--- config.mk ---
export PLATFORM = sky130hd
export DESIGN_NAME = dds_alarm_tone_sequencer
export DESIGN_NICKNAME = d
export VERILOG_FILES = /design/src/hdl/dats_pkg.sv /design/src/hdl/dds_alarm_tone_sequencer.sv
export SDC_FILE = /design/constraint.sdc
export NUM_CORES = 1
export LEC_CHECK = 0
export BUFFER_PORTS_ARGS = -buffer_cell sky130_fd_sc_hd__clkbuf_2
export CAP_MARGIN = 20
export CORE_MARGIN = 2
export CORE_UTILIZATION = 60
export DETAILED_ROUTE_END_ITERATION = 10
export GPL_TIMING_DRIVEN = 0
export HOLD_SLACK_MARGIN = 0.12
export PLACE_DENSITY = 0.78
export SETUP_SLACK_MARGIN = 0.02
export SYNTH_ARGS = -nofsm -noshare
export SYNTH_HDL_FRONTEND = slang
export SYNTH_SLANG_ARGS = --single-unit
--- constraint.sdc ---
create_clock -name clock -period 35.6 [get_ports clock]
set_input_delay 5.34 -clock clock [delete_from_list [all_inputs] [get_ports clock]]
set_output_delay 5.34 -clock clock [all_outputs]
set_load 0.005 [all_outputs]
--- src/hdl/dats_pkg.sv ---
// Shared constants, register codes and sine table for the alarm tone sequencer.
`default_nettype none
package dats_pkg;

   localparam int NUM_STEPS_DEFAULT = 6;
   localparam int STEP_REGS         = 6;
   localparam int PHASE_BITS        = 16;
   localparam int SINE_ENTRIES      = 256;
   localparam int SINE_ADDR_BITS    = $clog2(SINE_ENTRIES);
   localparam int STEP_IDX_BITS     = 3;
   localparam int DUR_BITS          = 32;
   localparam int STEP_WORD_BITS    = DUR_BITS + PHASE_BITS;
   localparam int BOUND_BITS        = 4 * STEP_IDX_BITS;
   localparam int CSR_INDEX_BITS    = 3;
   localparam int SAMPLE_BITS       = 8;
   localparam int REQ_TDATA_BITS    = 8;
   localparam int RSP_TDATA_BITS    = 16;

   typedef logic [STEP_WORD_BITS-1:0] step_word_type;

   typedef enum logic [CSR_INDEX_BITS-1:0] {
      CSR_ENABLE = 3'd0,
      CSR_STEP0  = 3'd1,
      CSR_STEP1  = 3'd2,
      CSR_STEP2  = 3'd3,
      CSR_STEP3  = 3'd4,
      CSR_STEP4  = 3'd5,
      CSR_STEP5  = 3'd6,
      CSR_BOUNDS = 3'd7
   } csr_index_type;

   localparam logic MODE_TICK   = 1'b0;
   localparam logic MODE_SWITCH = 1'b1;

   localparam step_word_type STEP_RESET [STEP_REGS] = '{
      48'd6751688597124, 48'd7812, 48'd9006546435337,
      48'd15625, 48'd6751688604937, 48'd15625
   };
   localparam logic [BOUND_BITS-1:0] BOUNDS_RESET = 12'd2632;

   // floor(127.5*sin(pi*j/128)) for the first quarter wave, j = 0..64
   localparam logic [6:0] QUARTER_ROM [65] = '{
        7'd0,   7'd3,   7'd6,   7'd9,  7'd12,  7'd15,  7'd18,  7'd21,  7'd24,  7'd27,
       7'd30,  7'd34,  7'd37,  7'd39,  7'd42,  7'd45,  7'd48,  7'd51,  7'd54,  7'd57,
       7'd60,  7'd62,  7'd65,  7'd68,  7'd70,  7'd73,  7'd75,  7'd78,  7'd80,  7'd83,
       7'd85,  7'd87,  7'd90,  7'd92,  7'd94,  7'd96,  7'd98, 7'd100, 7'd102, 7'd104,
      7'd106, 7'd107, 7'd109, 7'd110, 7'd112, 7'd113, 7'd115, 7'd116, 7'd117, 7'd118,
      7'd120, 7'd121, 7'd122, 7'd122, 7'd123, 7'd124, 7'd125, 7'd125, 7'd126, 7'd126,
      7'd126, 7'd127, 7'd127, 7'd127, 7'd127
   };

   // Full-wave sine built from the quarter table by symmetry.
   function automatic logic [SAMPLE_BITS-1:0] sine_rom(logic [SINE_ADDR_BITS-1:0] k);
      logic [6:0] idx;
      logic       upper;
      idx   = '0;
      upper = 1'b1;
      if (k <= 8'd64) begin
         idx = k[6:0];
      end else if (k <= 8'd128) begin
         idx = 7'(8'd128 - k);
      end else if (k <= 8'd192) begin
         idx   = 7'(k - 8'd128);
         upper = 1'b0;
      end else begin
         idx   = 7'(8'd0 - k);
         upper = 1'b0;
      end
      if (upper) begin
         sine_rom = 8'd128 + {1'b0, QUARTER_ROM[idx]};
      end else begin
         sine_rom = 8'd127 - {1'b0, QUARTER_ROM[idx]};
      end
   endfunction

endpackage
`default_nettype wire

--- src/hdl/dds_alarm_tone_sequencer.sv ---
// Top level of the alarm tone sequencer: phase accumulator, step sequencer and sine lookup.
//
//   channel  | ports              | payload
//   ---------+--------------------+----------------------------------------------
//   request  | req_tvalid/tready  | tuser: mode; tdata[0]: pattern_select
//   response | rsp_tvalid/tready  | tdata[7:0] sample_value, [10:8] current_step
//   config   | csr_we/index/wdata | register index 0..7, data up to 48 bits
//
// One transfer in gives one transfer out. The whole update (count down,
// step advance, word reload, phase add, sine lookup) runs in the cycle the
// request is taken and lands in the response register, so one item per cycle
// unless the receiver stalls. The request side is ready whenever the response
// register is empty or being drained the same cycle. Synchronous active-high
// reset restores the default tone program and empties the response register.
`default_nettype none
module dds_alarm_tone_sequencer #(
   parameter int NUM_STEPS = dats_pkg::NUM_STEPS_DEFAULT
) (
   input  wire logic                                  clock,
   input  wire logic                                  reset,
   input  wire logic                                  req_tvalid,
   output logic                                       req_tready,
   input  wire logic [dats_pkg::REQ_TDATA_BITS-1:0]   req_tdata,  // [0] pattern_select
   input  wire logic                                  req_tuser,  // [0] mode
   output logic                                       rsp_tvalid,
   input  wire logic                                  rsp_tready,
   output logic [dats_pkg::RSP_TDATA_BITS-1:0]        rsp_tdata,  // [7:0] sample, [10:8] step
   input  wire logic                                  csr_we,
   input  wire logic [dats_pkg::CSR_INDEX_BITS-1:0]   csr_index,
   input  wire logic [dats_pkg::STEP_WORD_BITS-1:0]   csr_wdata
);

   localparam int SB = dats_pkg::STEP_IDX_BITS;
   localparam int PB = dats_pkg::PHASE_BITS;
   localparam int DB = dats_pkg::DUR_BITS;
   localparam int AB = dats_pkg::SINE_ADDR_BITS;
   localparam logic [SB-1:0] LAST_STEP = SB'(NUM_STEPS - 1);

   // configuration registers
   logic                                 enable_ff;
   dats_pkg::step_word_type              step_word_ff [dats_pkg::STEP_REGS];
   logic [dats_pkg::BOUND_BITS-1:0]      bounds_ff;

   // tone state
   logic [PB-1:0] accum_ff,   accum_in;
   logic [PB-1:0] pstep_ff,   pstep_in;
   logic [DB-1:0] left_ff,    left_in;
   logic [SB-1:0] idx_ff,     idx_in;
   logic          pattern_ff, pattern_in;
   logic [dats_pkg::SAMPLE_BITS-1:0] sample_ff, sample_in;

   // response register
   logic                                 rsp_valid_ff;
   logic [dats_pkg::RSP_TDATA_BITS-1:0]  rsp_data_ff;

   logic          accept;
   logic          pat;
   logic [SB-1:0] start_step, stop_step, idx_inc, load_idx;
   logic [DB-1:0] left_dec;
   logic          load;
   dats_pkg::step_word_type load_word;

   function automatic logic [SB-1:0] bound_field(logic [dats_pkg::BOUND_BITS-1:0] b,
                                                 logic p, logic which);
      logic [SB-1:0] v;
      v = b[{p, which} * SB +: SB];
      bound_field = (v > LAST_STEP) ? LAST_STEP : v;
   endfunction

   assign req_tready = !rsp_valid_ff || rsp_tready;
   assign accept     = req_tvalid && req_tready;
   assign rsp_tvalid = rsp_valid_ff;
   assign rsp_tdata  = rsp_data_ff;

   // Pattern in force for this item: a switch picks its own, a tick keeps the active one.
   assign pat        = (req_tuser == dats_pkg::MODE_SWITCH) ? req_tdata[0] : pattern_ff;
   assign start_step = bound_field(bounds_ff, pat, 1'b0);
   assign stop_step  = bound_field(bounds_ff, pat, 1'b1);
   assign left_dec   = left_ff - DB'(1);
   assign idx_inc    = idx_ff + SB'(1);

   always_comb begin
      accum_in   = accum_ff;
      pstep_in   = pstep_ff;
      left_in    = left_ff;
      idx_in     = idx_ff;
      pattern_in = pattern_ff;
      sample_in  = sample_ff;
      load       = 1'b0;
      load_idx   = idx_ff;
      if (req_tuser == dats_pkg::MODE_SWITCH) begin
         pattern_in = req_tdata[0];
         load_idx   = start_step;
         load       = 1'b1;
      end else if (enable_ff) begin
         left_in = left_dec;
         if (left_dec == '0) begin
            // advance, wrapping past the stop step back to the start
            load_idx = (idx_inc > stop_step) ? start_step : idx_inc;
            load     = 1'b1;
         end
      end
      // steps without a register read as an all-zero word
      load_word = (load_idx < SB'(dats_pkg::STEP_REGS)) ? step_word_ff[load_idx] : '0;
      if (load) begin
         idx_in   = load_idx;
         left_in  = load_word[DB-1:0];
         pstep_in = load_word[DB +: PB];
      end
      if (req_tuser == dats_pkg::MODE_TICK && enable_ff) begin
         accum_in  = accum_ff + pstep_in;
         sample_in = dats_pkg::sine_rom(accum_in[PB-1 -: AB]);
      end
   end

   always_ff @(posedge clock) begin
      if (reset) begin
         enable_ff <= 1'b1;
         bounds_ff <= dats_pkg::BOUNDS_RESET;
         for (int i = 0; i < dats_pkg::STEP_REGS; i++) begin
            step_word_ff[i] <= dats_pkg::STEP_RESET[i];
         end
      end else if (csr_we) begin
         case (csr_index)
            dats_pkg::CSR_ENABLE: enable_ff <= csr_wdata[0];
            dats_pkg::CSR_STEP0:  step_word_ff[0] <= csr_wdata;
            dats_pkg::CSR_STEP1:  step_word_ff[1] <= csr_wdata;
            dats_pkg::CSR_STEP2:  step_word_ff[2] <= csr_wdata;
            dats_pkg::CSR_STEP3:  step_word_ff[3] <= csr_wdata;
            dats_pkg::CSR_STEP4:  step_word_ff[4] <= csr_wdata;
            dats_pkg::CSR_STEP5:  step_word_ff[5] <= csr_wdata;
            dats_pkg::CSR_BOUNDS: bounds_ff <= csr_wdata[dats_pkg::BOUND_BITS-1:0];
            default: ;
         endcase
      end
   end

   always_ff @(posedge clock) begin
      if (reset) begin
         accum_ff     <= '0;
         pstep_ff     <= '0;
         left_ff      <= DB'(1);
         idx_ff       <= SB'(1);
         pattern_ff   <= 1'b0;
         sample_ff    <= '0;
         rsp_valid_ff <= 1'b0;
      end else begin
         if (accept) begin
            accum_ff     <= accum_in;
            pstep_ff     <= pstep_in;
            left_ff      <= left_in;
            idx_ff       <= idx_in;
            pattern_ff   <= pattern_in;
            sample_ff    <= sample_in;
            rsp_valid_ff <= 1'b1;
         end else if (rsp_tready) begin
            // drop the response once it has been taken
            rsp_valid_ff <= 1'b0;
         end
      end
   end

   // hold the payload until the next accepted request
   always_ff @(posedge clock) begin
      if (accept) begin
         rsp_data_ff <= {5'd0, idx_in, sample_in};
      end
   end

endmodule
`default_nettype wire

==> impl_metrics.json <==
{
  "n_fill_cell": 2513,
  "cts_hold_buffers": 0,
  "leakagePower_nw": 8.474,
  "gp_congestion": 0.9923,
  "maxSlewViolCount": 0,
  "cts_sinks": 389,
  "run_status": "complete, no violations",
  "cp-start-kind": "input port",
  "clock-root-buffer": "clkbuf_16",
  "wl_um": 61250,
  "dieArea_um2": 35640,
  "cts_max_level": 2,
  "cts.path.max_buffers": 3,
  "viasPerCell": 6.342,
  "yosysWarnings": 0,
  "core_area_um2": 33620,
  "clk_latency_ps": 580,
  "synthCells": 1983,
  "multi_input_area_um2": 9171,
  "max_stage_delay_ps": 890,
  "grt_pass1_wl_um": 92470,
  "start_util_pct": 60.95,
  "rsz0062_at_grt": "false",
  "critPathKind": "input port to register",
  "p_sw_share_pct": 33.72,
  "synth_cell_types": 92,
  "slew_headroom_pct": 20.92,
  "synth_seq_area_share_pct": 52.62,
  "post_cts_buffers": 0,
  "seqPwrFrac_pct": 39.2,
  "final_util_pct": 68.82,
  "fmax_ghz": 0.05619,
  "post_synth_instance_area_um2": 20490,
  "area_growth_pct": 12.92,
  "drtIter0Drc": 1813,
  "grt_use_total_pct": 34.32,
  "die_w_um": 188.8,
  "arrival_ps": 18090,
  "p_switching_w": 0.0004658,
  "worst_slew_pin_slew_ps": 1186,
  "min_to": "pstep_ff[3]",
  "rows": 67,
  "drive_above_1_share_pct": 11.11,
  "cts_buffers": 42,
  "min_path_cells": 2,
  "cts.clk_slew.worst_paths_ps": 60,
  "intPower_w": 0.0009156,
  "cts_resized": 0,
  "drc_errors": 0,
  "cts_tree": "built",
  "ys_async_sr_fraction_pct": 0,
  "min_period_ps": 17800,
  "p_per_area_nw_per_um2": 59.71,
  "grt_max_degree": 25,
  "ant_nets": 0,
  "hpwlAfterDp_um": 42380,
  "cpMostUsedCell": "o21ai_0",
  "pin_count": 83,
  "grt_pass1_vias": 16060,
  "critPathMaxFanout": 11,
  "fin_crit_sh_pct": 49.99,
  "vias": 16450,
  "cp.required_ps": 35900,
  "overflow": 0,
  "regArea_um2": 10780,
  "critical-path-slowest-cell": "mux2i_1",
  "antenna_found_initial": 5,
  "reg2reg_depth": 41,
  "r2r-start": "left_ff[9]",
  "avgSynthCellArea_um2": 10.33,
  "die_y_um": 188.8,
  "r2r_setup_slack_ps": 21660,
  "synth_seq_cells": 389,
  "ir_drop_mv": 0.05295,
  "clockPowerShare_pct": 31.5,
  "end_kind": "register",
  "hold_viol": 0,
  "hold_start": "pstep_ff[3]",
  "nets": 2207,
  "first_pass_iters": 7,
  "setup_viol": 0,
  "drv_cap": 0,
  "synth_edf_count": 299,
  "hp-class": "register to register",
  "setup_tns_ps": 0,
  "finClkSkew_ps": 26.44,
  "numPortBuffers": 69,
  "wl_per_cell_um": 23.62,
  "pwr-share-comb_pct": 29.3,
  "ys.flop_type": "edfxtp_1",
  "timing.rr.end": "rsp_tdata[1]"
}
## cell families (layout without fill, tap and decap cells)
group | after synthesis | in the layout | share of synthesized area, %
DFF | 389 | 389 | 52.62
and+or+nand+nor | 808 | 808 | 20.42
adders and majority gates | 29 | 29 | 1.808
xor gates and xnor gates | 29 | 29 | 1.276
AOI/OAI and AO/OA | 418 | 418 | 13.00
buffers and inverters | 154 | 309 | 3.035
muxes | 155 | 155 | 7.829
other | 1 | 8 | 0.01830
## metrics by stage
stage / instances / hold slack [ps] / instance area [um2] / total power [W] / worst slack, ps
after global placement: 2504 / 442.3 / 21410 / 0.0009328 / 17780
after detailed placement: 2517 / 449.1 / 21770 / 0.0009421 / 17540
after global routing: 2593 / 478.5 / 23130 / 0.001433 / 17250
after floorplan: 1987 / 436.1 / 20500 / 0.0008197 / 20680
final: 2593 / 457.9 / 23130 / 0.001381 / 17800
after CTS: 2590 / 457.0 / 23130 / 0.001372 / 18090
## final cells by class
class | instances | area share, %
sequential | 389 | 46.60
multi-input combinational | 1444 | 39.64
inverter | 22 | 0.3569
tap | 448 | 2.423
antenna | 3 | 0.03245
timing repair buffer | 82 | 2.769
clock inverter | 22 | 1.114
clock buffer | 51 | 4.732
buffer | 132 | 2.331
## critical path: cells and delay by family
| family | cells | cell delay (ps) |
|---|---|---|
| fa+ha+maj | 5 | 1700 |
| xor+xnor | 1 | 810 |
| compound gates | 18 | 4330 |
| buf+inv | 5 | 1900 |
| simple gates | 10 | 2550 |
| mux | 3 | 1470 |
## power by group through the flow
stage	Clock (W)	Sequential, W	Combinational, W
after floorplan	0	0.000549	0.000270
after global placement	0	0.000553	0.000379
after detailed placement	0	0.000551	0.000391
after CTS	0.000436	0.000542	0.000394
after global routing	0.000453	0.000545	0.000435
final	0.000435	0.000542	0.000405
## synth_stat cells (28+ instances only)
master    count  area [um2]
edfxtp_1    299        8979
and2_1      241        1508
nand2_1     225       844.6
o21ai_0     158       790.8
nor2_1      121       454.2
mux2i_1     113        1131
clkbuf_1    107       401.6
dfxtp_1      90        1802
a21oi_1      83       415.4
nand2b_1     63       394.1
nor3_1       55       275.3
mux2_2       42       473.0
ha_1         28       350.3
## placed cells by master, fill, tap and decap left out, types with 23 or more instances in the layout
master     synthesis  final
mux2i_1          113    113
ha_1              28     28
clkbuf_16          0     42
o21ai_0          158    153
nand2b_1          63     63
nand3_1           23     23
dfxtp_1           90     90
clkbuf_2           0     69
and2_1           241    241
a21oi_1           83     83
edfxtp_1         299    299
nand2_1          225    225
clkbuf_1         107    115
a211oi_1          26     26
nor2_1           121    121
mux2_2            42     42
nor3_1            55     55
## sequential cells by signal, indices dropped and copies added, names as in the netlist
| name | count |
|---|---|
| idx_ff | 3 |
| bounds_ff | 12 |
| pattern_ff | 1 |
| pstep_ff | 16 |
| rsp_tdata | 11 |
| sample_ff | 8 |
| step_word_ff | 288 |
| rsp_tvalid | 1 |
| accum_ff | 16 |
| enable_ff | 1 |
| left_ff | 32 |
## layer usage
layer / wire, um / track usage (%)
met2: 28530 / 54.34
met1: 24320 / 45.45
met3: 6434 / 8.214
met4: 1956 / 14.45
met5: 13 / 0
## how the worst max path moves through the flow
stage	cells after the start	startpoint	endpoint	slack [ps]
2_1_floorplan	42	req_tuser	sample_ff[0]	20680
3_3_place_gp	42	req_tuser	rsp_tdata[1]	17780
3_5_place_dp	40	req_tuser	sample_ff[0]	17540
4_1_cts	40	req_tuser	sample_ff[0]	18090
5_1_grt	42	req_tuser	rsp_tdata[1]	17250
6_report	42	req_tuser	rsp_tdata[1]	17800
Note: power is estimated with default switching activity, not from simulation.
